File: config.mk
export PLATFORM = sky130hd
export DESIGN_NAME = sync_xor_frame_receiver
export DESIGN_NICKNAME = d
export VERILOG_FILES = /design/src/rtl/sxfr_pkg.sv /design/src/rtl/sxfr_cell.sv /design/src/rtl/sxfr_ctrl.sv /design/src/rtl/sync_xor_frame_receiver.sv
export SDC_FILE = /design/constraint.sdc
export NUM_CORES = 1
export LEC_CHECK = 0
export BUFFER_PORTS_ARGS = -buffer_cell sky130_fd_sc_hd__buf_2
export CAP_MARGIN = 20
export CORE_MARGIN = 10
export CORE_UTILIZATION = 31
export DETAILED_ROUTE_END_ITERATION = 8
export SYNTH_ARGS = -nofsm -noshare
export SYNTH_HDL_FRONTEND = slang
export SYNTH_SLANG_ARGS = --single-unit
export TNS_END_PERCENT = 100
File: constraint.sdc
create_clock -name clock -period 8.4 [get_ports clock]
set_input_delay 0.84 -clock clock [delete_from_list [all_inputs] [get_ports clock]]
set_output_delay 0.84 -clock clock [all_outputs]
set_load 0.05 [all_outputs]
File: src/rtl/sxfr_pkg.sv
// ----------------------------------------------------------------------------
// sxfr_pkg
// Shared types and constants of the sync/XOR frame receiver.
// ----------------------------------------------------------------------------
`default_nettype none

package sxfr_pkg;

   localparam int unsigned BYTE_W     = 8;
   localparam int unsigned BODY_LEN   = 14;   // body bytes before the checksum
   localparam int unsigned COUNT_W    = 4;
   localparam int unsigned CSR_IDX_W  = 2;

   localparam logic [CSR_IDX_W-1:0] CSR_SYNC_FIRST  = 2'd0;
   localparam logic [CSR_IDX_W-1:0] CSR_SYNC_SECOND = 2'd1;

   localparam logic [BYTE_W-1:0] SYNC_FIRST_RST  = 8'hAA;
   localparam logic [BYTE_W-1:0] SYNC_SECOND_RST = 8'h55;

   localparam logic [COUNT_W-1:0] CHECKSUM_POS = 4'(BODY_LEN);

   // control word from the framer to the body chain and output stage
   typedef struct packed {
      logic               in_body;
      logic               last;    // next body word is the checksum
      logic               shift;   // push the accepted word into the chain
      logic               fire;    // checksum word accepted, result ready
      logic               ok;      // checksum matched
      logic [COUNT_W-1:0] count;
   } ctrl_type;

endpackage

`default_nettype wire

File: src/rtl/sxfr_cell.sv
// ----------------------------------------------------------------------------
// sxfr_cell
// One byte cell of the body chain; loads from its neighbour on shift.
// ----------------------------------------------------------------------------
`default_nettype none

module sxfr_cell (
   input  wire logic                         clock,
   input  wire logic                         shift_en,
   input  wire logic [sxfr_pkg::BYTE_W-1:0]  d_in,
   output logic      [sxfr_pkg::BYTE_W-1:0]  q
);

   logic [sxfr_pkg::BYTE_W-1:0] data_ff;
   logic [sxfr_pkg::BYTE_W-1:0] data_in;

   assign data_in = shift_en ? d_in : data_ff;

   always_ff @(posedge clock) begin
      data_ff <= data_in;
   end

   assign q = data_ff;

endmodule

`default_nettype wire

File: src/rtl/sxfr_ctrl.sv
// ----------------------------------------------------------------------------
// sxfr_ctrl
// Sync hunt, body counter and running XOR checksum.
// ----------------------------------------------------------------------------
`default_nettype none

module sxfr_ctrl (
   input  wire logic                         clock,
   input  wire logic                         reset,
   input  wire logic                         accept,
   input  wire logic [sxfr_pkg::BYTE_W-1:0]  data_byte,
   input  wire logic [sxfr_pkg::BYTE_W-1:0]  sync_first,
   input  wire logic [sxfr_pkg::BYTE_W-1:0]  sync_second,
   output sxfr_pkg::ctrl_type                ctl
);

   logic                          in_body_ff, in_body_in;
   logic [sxfr_pkg::BYTE_W-1:0]   prev_ff, prev_in;
   logic [sxfr_pkg::COUNT_W-1:0]  count_ff, count_in;
   logic [sxfr_pkg::BYTE_W-1:0]   xor_ff, xor_in;
   logic                          last;
   logic                          sync_hit;

   assign last     = in_body_ff && (count_ff == sxfr_pkg::CHECKSUM_POS);
   assign sync_hit = (prev_ff == sync_first) && (data_byte == sync_second);

   always_comb begin
      in_body_in = in_body_ff;
      prev_in    = prev_ff;
      count_in   = count_ff;
      xor_in     = xor_ff;
      if (accept) begin
         if (!in_body_ff) begin
            // sync byte itself never becomes the previous byte
            if (sync_hit) begin
               in_body_in = 1'b1;
               count_in   = '0;
               xor_in     = '0;
            end else begin
               prev_in = data_byte;
            end
         end else if (!last) begin
            xor_in   = xor_ff ^ data_byte;
            count_in = count_ff + 1'b1;
         end else begin
            in_body_in = 1'b0;
            prev_in    = '0;
            count_in   = '0;
            xor_in     = '0;
         end
      end
   end

   always_ff @(posedge clock) begin
      if (reset) begin
         in_body_ff <= 1'b0;
         prev_ff    <= '0;
         count_ff   <= '0;
         xor_ff     <= '0;
      end else begin
         in_body_ff <= in_body_in;
         prev_ff    <= prev_in;
         count_ff   <= count_in;
         xor_ff     <= xor_in;
      end
   end

   assign ctl.in_body = in_body_ff;
   assign ctl.last    = last;
   assign ctl.shift   = accept && in_body_ff && !last;
   assign ctl.fire    = accept && last;
   assign ctl.ok      = (xor_ff == data_byte);
   assign ctl.count   = count_ff;

endmodule

`default_nettype wire

File: src/rtl/sync_xor_frame_receiver.sv
// ----------------------------------------------------------------------------
// sync_xor_frame_receiver
// Byte stream framer: sync pair hunt, 14-byte body chain, XOR checksum.
// ----------------------------------------------------------------------------
//  channel   ports                               direction   width
//  req       req_valid req_stall req_data_byte   in          8
//  rsp       rsp_valid rsp_stall rsp_*           out         8/32/48/8/8/8/1
//  csr       csr_valid csr_ready csr_index/wdata in          2 / 8
//
//  one word per unstalled cycle; body words ripple into a chain of 14 cells
//  the result is registered on the cycle the checksum word is accepted
//  req_stall rises only when the checksum word is due while the held result
//  is still stalled; reset is synchronous, clears control, presets sync bytes
// ----------------------------------------------------------------------------
`default_nettype none

module sync_xor_frame_receiver (
   input  wire logic                             clock,
   input  wire logic                             reset,
   input  wire logic                             req_valid,
   output logic                                  req_stall,
   input  wire logic [7:0]                       req_data_byte,
   output logic                                  rsp_valid,
   input  wire logic                             rsp_stall,
   output logic [7:0]                            rsp_sequence_res,
   output logic [31:0]                           rsp_slider_data,
   output logic [47:0]                           rsp_air_bytes,
   output logic [7:0]                            rsp_test_button,
   output logic [7:0]                            rsp_service_button,
   output logic [7:0]                            rsp_coin_button,
   output logic                                  rsp_checksum_ok,
   input  wire logic                             csr_valid,
   output logic                                  csr_ready,
   input  wire logic [sxfr_pkg::CSR_IDX_W-1:0]   csr_index,
   input  wire logic [7:0]                       csr_wdata
);

   logic [7:0]          sync_first_ff, sync_first_in;
   logic [7:0]          sync_second_ff, sync_second_in;
   logic                accept;
   sxfr_pkg::ctrl_type  ctl;
   logic [7:0]          chain [sxfr_pkg::BODY_LEN+1];

   logic                rsp_valid_ff, rsp_valid_in;
   logic [7:0]          seq_ff;
   logic [31:0]         slider_ff;
   logic [47:0]         air_ff;
   logic [7:0]          test_ff, service_ff, coin_ff;
   logic                ok_ff;

   // configuration
   assign csr_ready = 1'b1;

   always_comb begin
      sync_first_in  = sync_first_ff;
      sync_second_in = sync_second_ff;
      if (csr_valid) begin
         case (csr_index)
            sxfr_pkg::CSR_SYNC_FIRST:  sync_first_in  = csr_wdata;
            sxfr_pkg::CSR_SYNC_SECOND: sync_second_in = csr_wdata;
            default: ;
         endcase
      end
   end

   always_ff @(posedge clock) begin
      if (reset) begin
         sync_first_ff  <= sxfr_pkg::SYNC_FIRST_RST;
         sync_second_ff <= sxfr_pkg::SYNC_SECOND_RST;
      end else begin
         sync_first_ff  <= sync_first_in;
         sync_second_ff <= sync_second_in;
      end
   end

   // handshake
   assign req_stall = ctl.last && rsp_valid_ff && rsp_stall;
   assign accept    = req_valid && !req_stall;

   sxfr_ctrl u_ctrl (
      .clock       (clock),
      .reset       (reset),
      .accept      (accept),
      .data_byte   (req_data_byte),
      .sync_first  (sync_first_ff),
      .sync_second (sync_second_ff),
      .ctl         (ctl)
   );

   // body chain: new word enters at the top, oldest ends in cell 0
   assign chain[sxfr_pkg::BODY_LEN] = req_data_byte;

   for (genvar i = 0; i < sxfr_pkg::BODY_LEN; i++) begin : g_cell
      sxfr_cell u_cell (
         .clock    (clock),
         .shift_en (ctl.shift),
         .d_in     (chain[i+1]),
         .q        (chain[i])
      );
   end

   // output register
   assign rsp_valid_in = ctl.fire || (rsp_valid_ff && rsp_stall);

   always_ff @(posedge clock) begin
      if (reset) begin
         rsp_valid_ff <= 1'b0;
      end else begin
         rsp_valid_ff <= rsp_valid_in;
      end
   end

   always_ff @(posedge clock) begin
      if (ctl.fire) begin
         seq_ff     <= chain[0];
         slider_ff  <= {chain[4], chain[3], chain[2], chain[1]};
         air_ff     <= {chain[10], chain[9], chain[8], chain[7], chain[6], chain[5]};
         test_ff    <= chain[11];
         service_ff <= chain[12];
         coin_ff    <= chain[13];
         ok_ff      <= ctl.ok;
      end
   end

   assign rsp_valid          = rsp_valid_ff;
   assign rsp_sequence_res   = seq_ff;
   assign rsp_slider_data    = slider_ff;
   assign rsp_air_bytes      = air_ff;
   assign rsp_test_button    = test_ff;
   assign rsp_service_button = service_ff;
   assign rsp_coin_button    = coin_ff;
   assign rsp_checksum_ok    = ok_ff;

   // checks
   a_no_overwrite: assert property (@(posedge clock) disable iff (reset)
      ctl.fire |-> !(rsp_valid_ff && rsp_stall))
      else $error("result overwritten while stalled");

   a_count_range: assert property (@(posedge clock) disable iff (reset)
      ctl.count <= sxfr_pkg::CHECKSUM_POS)
      else $error("body count out of range");

   a_fire_to_hunt: assert property (@(posedge clock) disable iff (reset)
      ctl.fire |=> (rsp_valid && !ctl.in_body))
      else $error("frame end did not raise result and restart hunt");

   a_hold: assert property (@(posedge clock) disable iff (reset)
      (rsp_valid && rsp_stall) |=> (rsp_valid && $stable(rsp_air_bytes)))
      else $error("stalled result changed");

endmodule

`default_nettype wire
After elaboration in Yosys (flattened, before gate mapping)
Cells that the tools add are included.

word-level totals
  logic and storage cells = 67
  input port bits = 23
  output and inout port bits = 116
  register bits = 263

cells by class
  $add $sub $neg = 1
  multiplexer cells = 12
  equal/unequal tests = 7
  bitwise logic cells = 1
  reductions and logical operators = 18

operator list
  kind                                                   count
  two-way mux 8 bit                                      6
  == test 8 bit                                          3
  two-way mux 4 bit                                      3
  logical AND 1 bit                                      9
  XOR 8 bit                                              1
  AND reduction 2 bit                                    3
  adder 4 x 1 -> 4 bit, second input constant            1
  == test 4 bit, second input constant                   1
  two-way mux 1 bit                                      3
  AND reduction 3 bit                                    1
  == test 2 x 1 -> 1 bit, second input constant          1
  logical NOT 1 bit                                      2
  logical NOT 2 bit                                      1
  inequality test 2 x 1 -> 1 bit, second input constant  1
  inequality test 2 bit, second input constant           1
  nonzero test 2 bit                                     1
  logical OR 1 bit                                       1

Longest topological paths before layout
  word-level depth = 8
  depth in mapped cells = 8
  gate-level depth less buffers = 7

Hierarchy
A second synthesis with hierarchy kept.

unflattened totals
  cells, all modules = 435
  area total of the unflattened synthesis = 8757.1 um2

modules (own cells, without submodules)
  module                   area each (um2)  instances  seq. area each (um2)  cells each
  sync_xor_frame_receiver  4140.2           1          3733.6                191
  sxfr_cell                240.2            14         240.2                 8
  sxfr_ctrl                1253.7           1          420.4                 132

Least setup slack after synthesis
Ideal clock, no wire load.

  path type = input-to-reg
  from = input port rsp_stall
  to = register air_ff[0], in the netlist rsp_air_bytes[0], enable pin
  setup time = 0.588 ns
  arrival = 5.782 ns
  data required time = 7.812 ns
  cell stages on the path = 3
  path buffers = 0
  setup slack = 2.030 ns
  cell sequence = nand2_1 -> o21ai_1 -> nor2_1

RTL lines
  what                  line                            RTL
  start, declared       sync_xor_frame_receiver.sv:24   input wire logic rsp_stall,
  end signal, assigned  sync_xor_frame_receiver.sv:117  air_ff <= {chain[10], chain[9], chain[8], chain[7], chain[6], chain[5]};
  end, declared         sync_xor_frame_receiver.sv:47   logic [47:0] air_ff;

==> impl_metrics.toml <==
[route]
drt-initial-drc-count = 240
routed_via_density = 4.382
wl_per_cell_um = 16.76
final_antenna_net_count = 0
dr_total_vias = 4137
drc = 0
wl_mm = 15.82
drtPass1Iterations = 4

[clock_tree]
cts_tree = "built"
clock_latency_ns = 0.54
cts_setup_buffers = 0
htreeDepth = 1
cts_buffer_depth = 3
cts.clk_slew.worst_paths_ns = 0.06
cts.sinks = 263
cts_hold_buf = 0
cts-root-buf = "clkbuf_16"
numCtsBuffers = 27
cts_resized = 0

[yosys]
synth_fp_nets = 450
ys_types = 34
syn_area_per_cell_um2 = 20.12
synth_edf_count = 225
synthTopCellsByCount = "edfxtp_1 (225), dfxtp_1 (38), nor2_1 (29)"
seq_area_frac_synth_pct = 87.90
yosysTopAreaCell = "edfxtp_1"
synth_top_area_share_pct = 79.01
synth_cells = 425
yosys_warnings = 0
yosys_register_bits = 263
ys.flop_type = "edfxtp_1"
post-synth-top-count-cell = "edfxtp_1"
synth_area_leaders = "edfxtp_1 (79%), dfxtp_1 (8.9%), xor2_1 (1.6%)"
synth.cell_area_mm2 = 0.008552
async_reset_ff_share_pct = 0

[sta]
fmax_ghz = 0.2884
finClkSkew_ns = 0.01194
relSlewSlack_pct = 30.17
setup_tns_ns = 0
min_period_ns = 3.467
setup_viol = 0
rsz0062_at_grt = "no"
hold_viol_final = 0
drv_slew = 0
post-route-period-util_pct = 41.27
worstMarginPinSlew_ns = 1.040

[worst_setup_path]
r2r_end = "rsp_air_bytes[2]"
critPathCaptureType = "flop"
critical_path_required_ns = 8.57
crit_path_max_fanout = 68
critPathArrivalTime_ns = 3.63
startpoint_type = "flop"
reg2reg_depth = 7
critPathKind = "reg -> reg"
r2r_slack_ns = 4.93
r2r_start = "u_ctrl.count_ff[0]"
crit_end = "rsp_air_bytes[2]"
crit_start = "u_ctrl.count_ff[0]"

[final_layout]
fin_util_pct = 39.08
final_nets = 607
num_antenna_cells = 0
layout-drive-gt1-share_pct = 31.34
area_growth_pct = 23.50

[die]
core_mm2 = 0.02703
initial_core_util_pct = 31.64
fp.dieW_um = 186.1
dieArea_mm2 = 0.03463
rows = 60
io_pins = 139
fp.dieH_um = 186.1

[grt]
antenna_found_initial = 1
grt_max_degree = 79
grt_pass1_vias = 4465
grtUsageTotal_pct = 8.746
grt_pass1_wl_mm = 24.32
globalRouteOverflowTotal = 0

[power_and_ir_drop]
irDropWorstVdd_uv = 158.6
p_per_area_mw_per_mm2 = 256.3
leakagePower_uw = 0.003707

[placement]
gp_congestion = 0.7598
port_buffers = 137
place_hpwl_mm = 10.58

[min_path]
hp-class = "reg -> reg"

[run_status]
outcome = "completed"

[job]
cap_violations = 0
[worst min path at each step]
stage / depth (start not counted) / slack [ns] / end / start
2_1_floorplan: 0 / 0.40 / rsp_sequence_res[0] / g_cell[0].u_cell.q[0]
4_1_cts: 0 / 0.42 / rsp_sequence_res[5] / g_cell[0].u_cell.q[5]
3_3_place_gp: 0 / 0.40 / rsp_sequence_res[3] / g_cell[0].u_cell.q[3]
6_report: 0 / 0.42 / rsp_sequence_res[5] / g_cell[0].u_cell.q[5]
3_5_place_dp: 0 / 0.41 / rsp_sequence_res[5] / g_cell[0].u_cell.q[5]
5_1_grt: 0 / 0.43 / rsp_sequence_res[5] / g_cell[0].u_cell.q[5]
[final cells by class]
class,count,area [um^2]
Clock buffer,31,690.7
Clock inverter,19,222.7
Fill cell,2450,16460
Inverter,7,26.28
Multi-Input combinational cell,142,962.2
Sequential cell,263,7517
Tap cell,341,426.7
Timing Repair Buffer,141,715.7
[cell families after synthesis]
group / share of synthesized area, %
AO/OA/AOI/OAI: 4.492
XOR/XNOR: 2.458
adder cells (fa/ha/maj): 0.2926
buffers and inverters: 0.9949
flip-flops: 87.90
multiplexers: 0.9364
other: 0.04385
AND/OR/NAND/NOR: 2.882
[report_power, final]
| group | leakage [uW] | total [uW] | switching (uW) | internal (uW) |
|---|---|---|---|---|
| clock network | 0.000440 | 1210 | 493 | 719 |
| logic | 0.000921 | 53.2 | 34.1 | 19.1 |
| registers | 0.00235 | 1440 | 11.5 | 1430 |
[state kept, by name, summed over array words and instances, names as in the netlist]
| register | flops |
|---|---|
| rsp_test_button | 8 |
| u_ctrl.count_ff | 4 |
| rsp_valid | 1 |
| rsp_slider_data | 32 |
| u_ctrl.prev_ff | 8 |
| sync_second_ff | 8 |
| sync_first_ff | 8 |
| rsp_coin_button | 8 |
| u_ctrl.xor_ff | 8 |
| rsp_checksum_ok | 1 |
| rsp_sequence_res | 8 |
| u_ctrl.in_body_ff | 1 |
| rsp_air_bytes | 48 |
| g_cell.u_cell.q | 112 |
| rsp_service_button | 8 |
[critical path, cell delays in order (launching register included)]
cell     delay (ns)
dfxtp_1        0.40
inv_1          0.08
ha_1           0.22
nand4_1        0.17
o21ai_1        0.35
nor2_4         0.61
buf_4          0.47
buf_4          0.73
[placed cells by master (no fill, tap or decap), types with 2 or more instances in the layout]
cell,n
bufinv_16,4
nor4_1,4
clkbuf_1,4
a21oi_1,14
xor2_1,16
nand4_1,4
dfxtp_1,38
nor2b_1,4
nand3_1,2
xnor2_1,8
ha_1,2
clkinv_1,2
clkinvlp_4,3
a311oi_1,2
buf_2,137
clkinv_2,6
a211oi_1,11
clkbuf_16,27
buf_4,4
mux2i_1,8
nor2_1,28
inv_1,7
a211o_1,8
o21ai_0,8
nand2_1,2
edfxtp_1,225
a22o_1,8
[metrics by stage]
step / hold WS [ns] / setup WS, ns / power (uW) / cell area [um^2] / instances
global route: 0.4315 / 4.566 / 2803 / 10560 / 944
CTS: 0.4202 / 4.842 / 2746 / 10560 / 944
finish: 0.4193 / 4.933 / 2707 / 10560 / 944
floorplan: 0.4003 / 2.030 / 1501 / 8552 / 425
global placement: 0.4023 / 4.790 / 1518 / 9648 / 894
detailed placement: 0.4054 / 4.690 / 1523 / 9648 / 894
[metal layers]
layer / GRT usage, % / share of wire [%] / wire length (um) / vias to the layer above
li1: - / - / - / 1947
met2: 13.63 / 43 / 6879 / 157
met3: 3.373 / 11 / 1677 / 34
met1: 10.79 / 43 / 6797 / 1997
met4: 3.257 / 2.9 / 459 / 2
met5: 0 / 0.044 / 7 / -
Note: power is estimated with default switching activity, not from simulation.
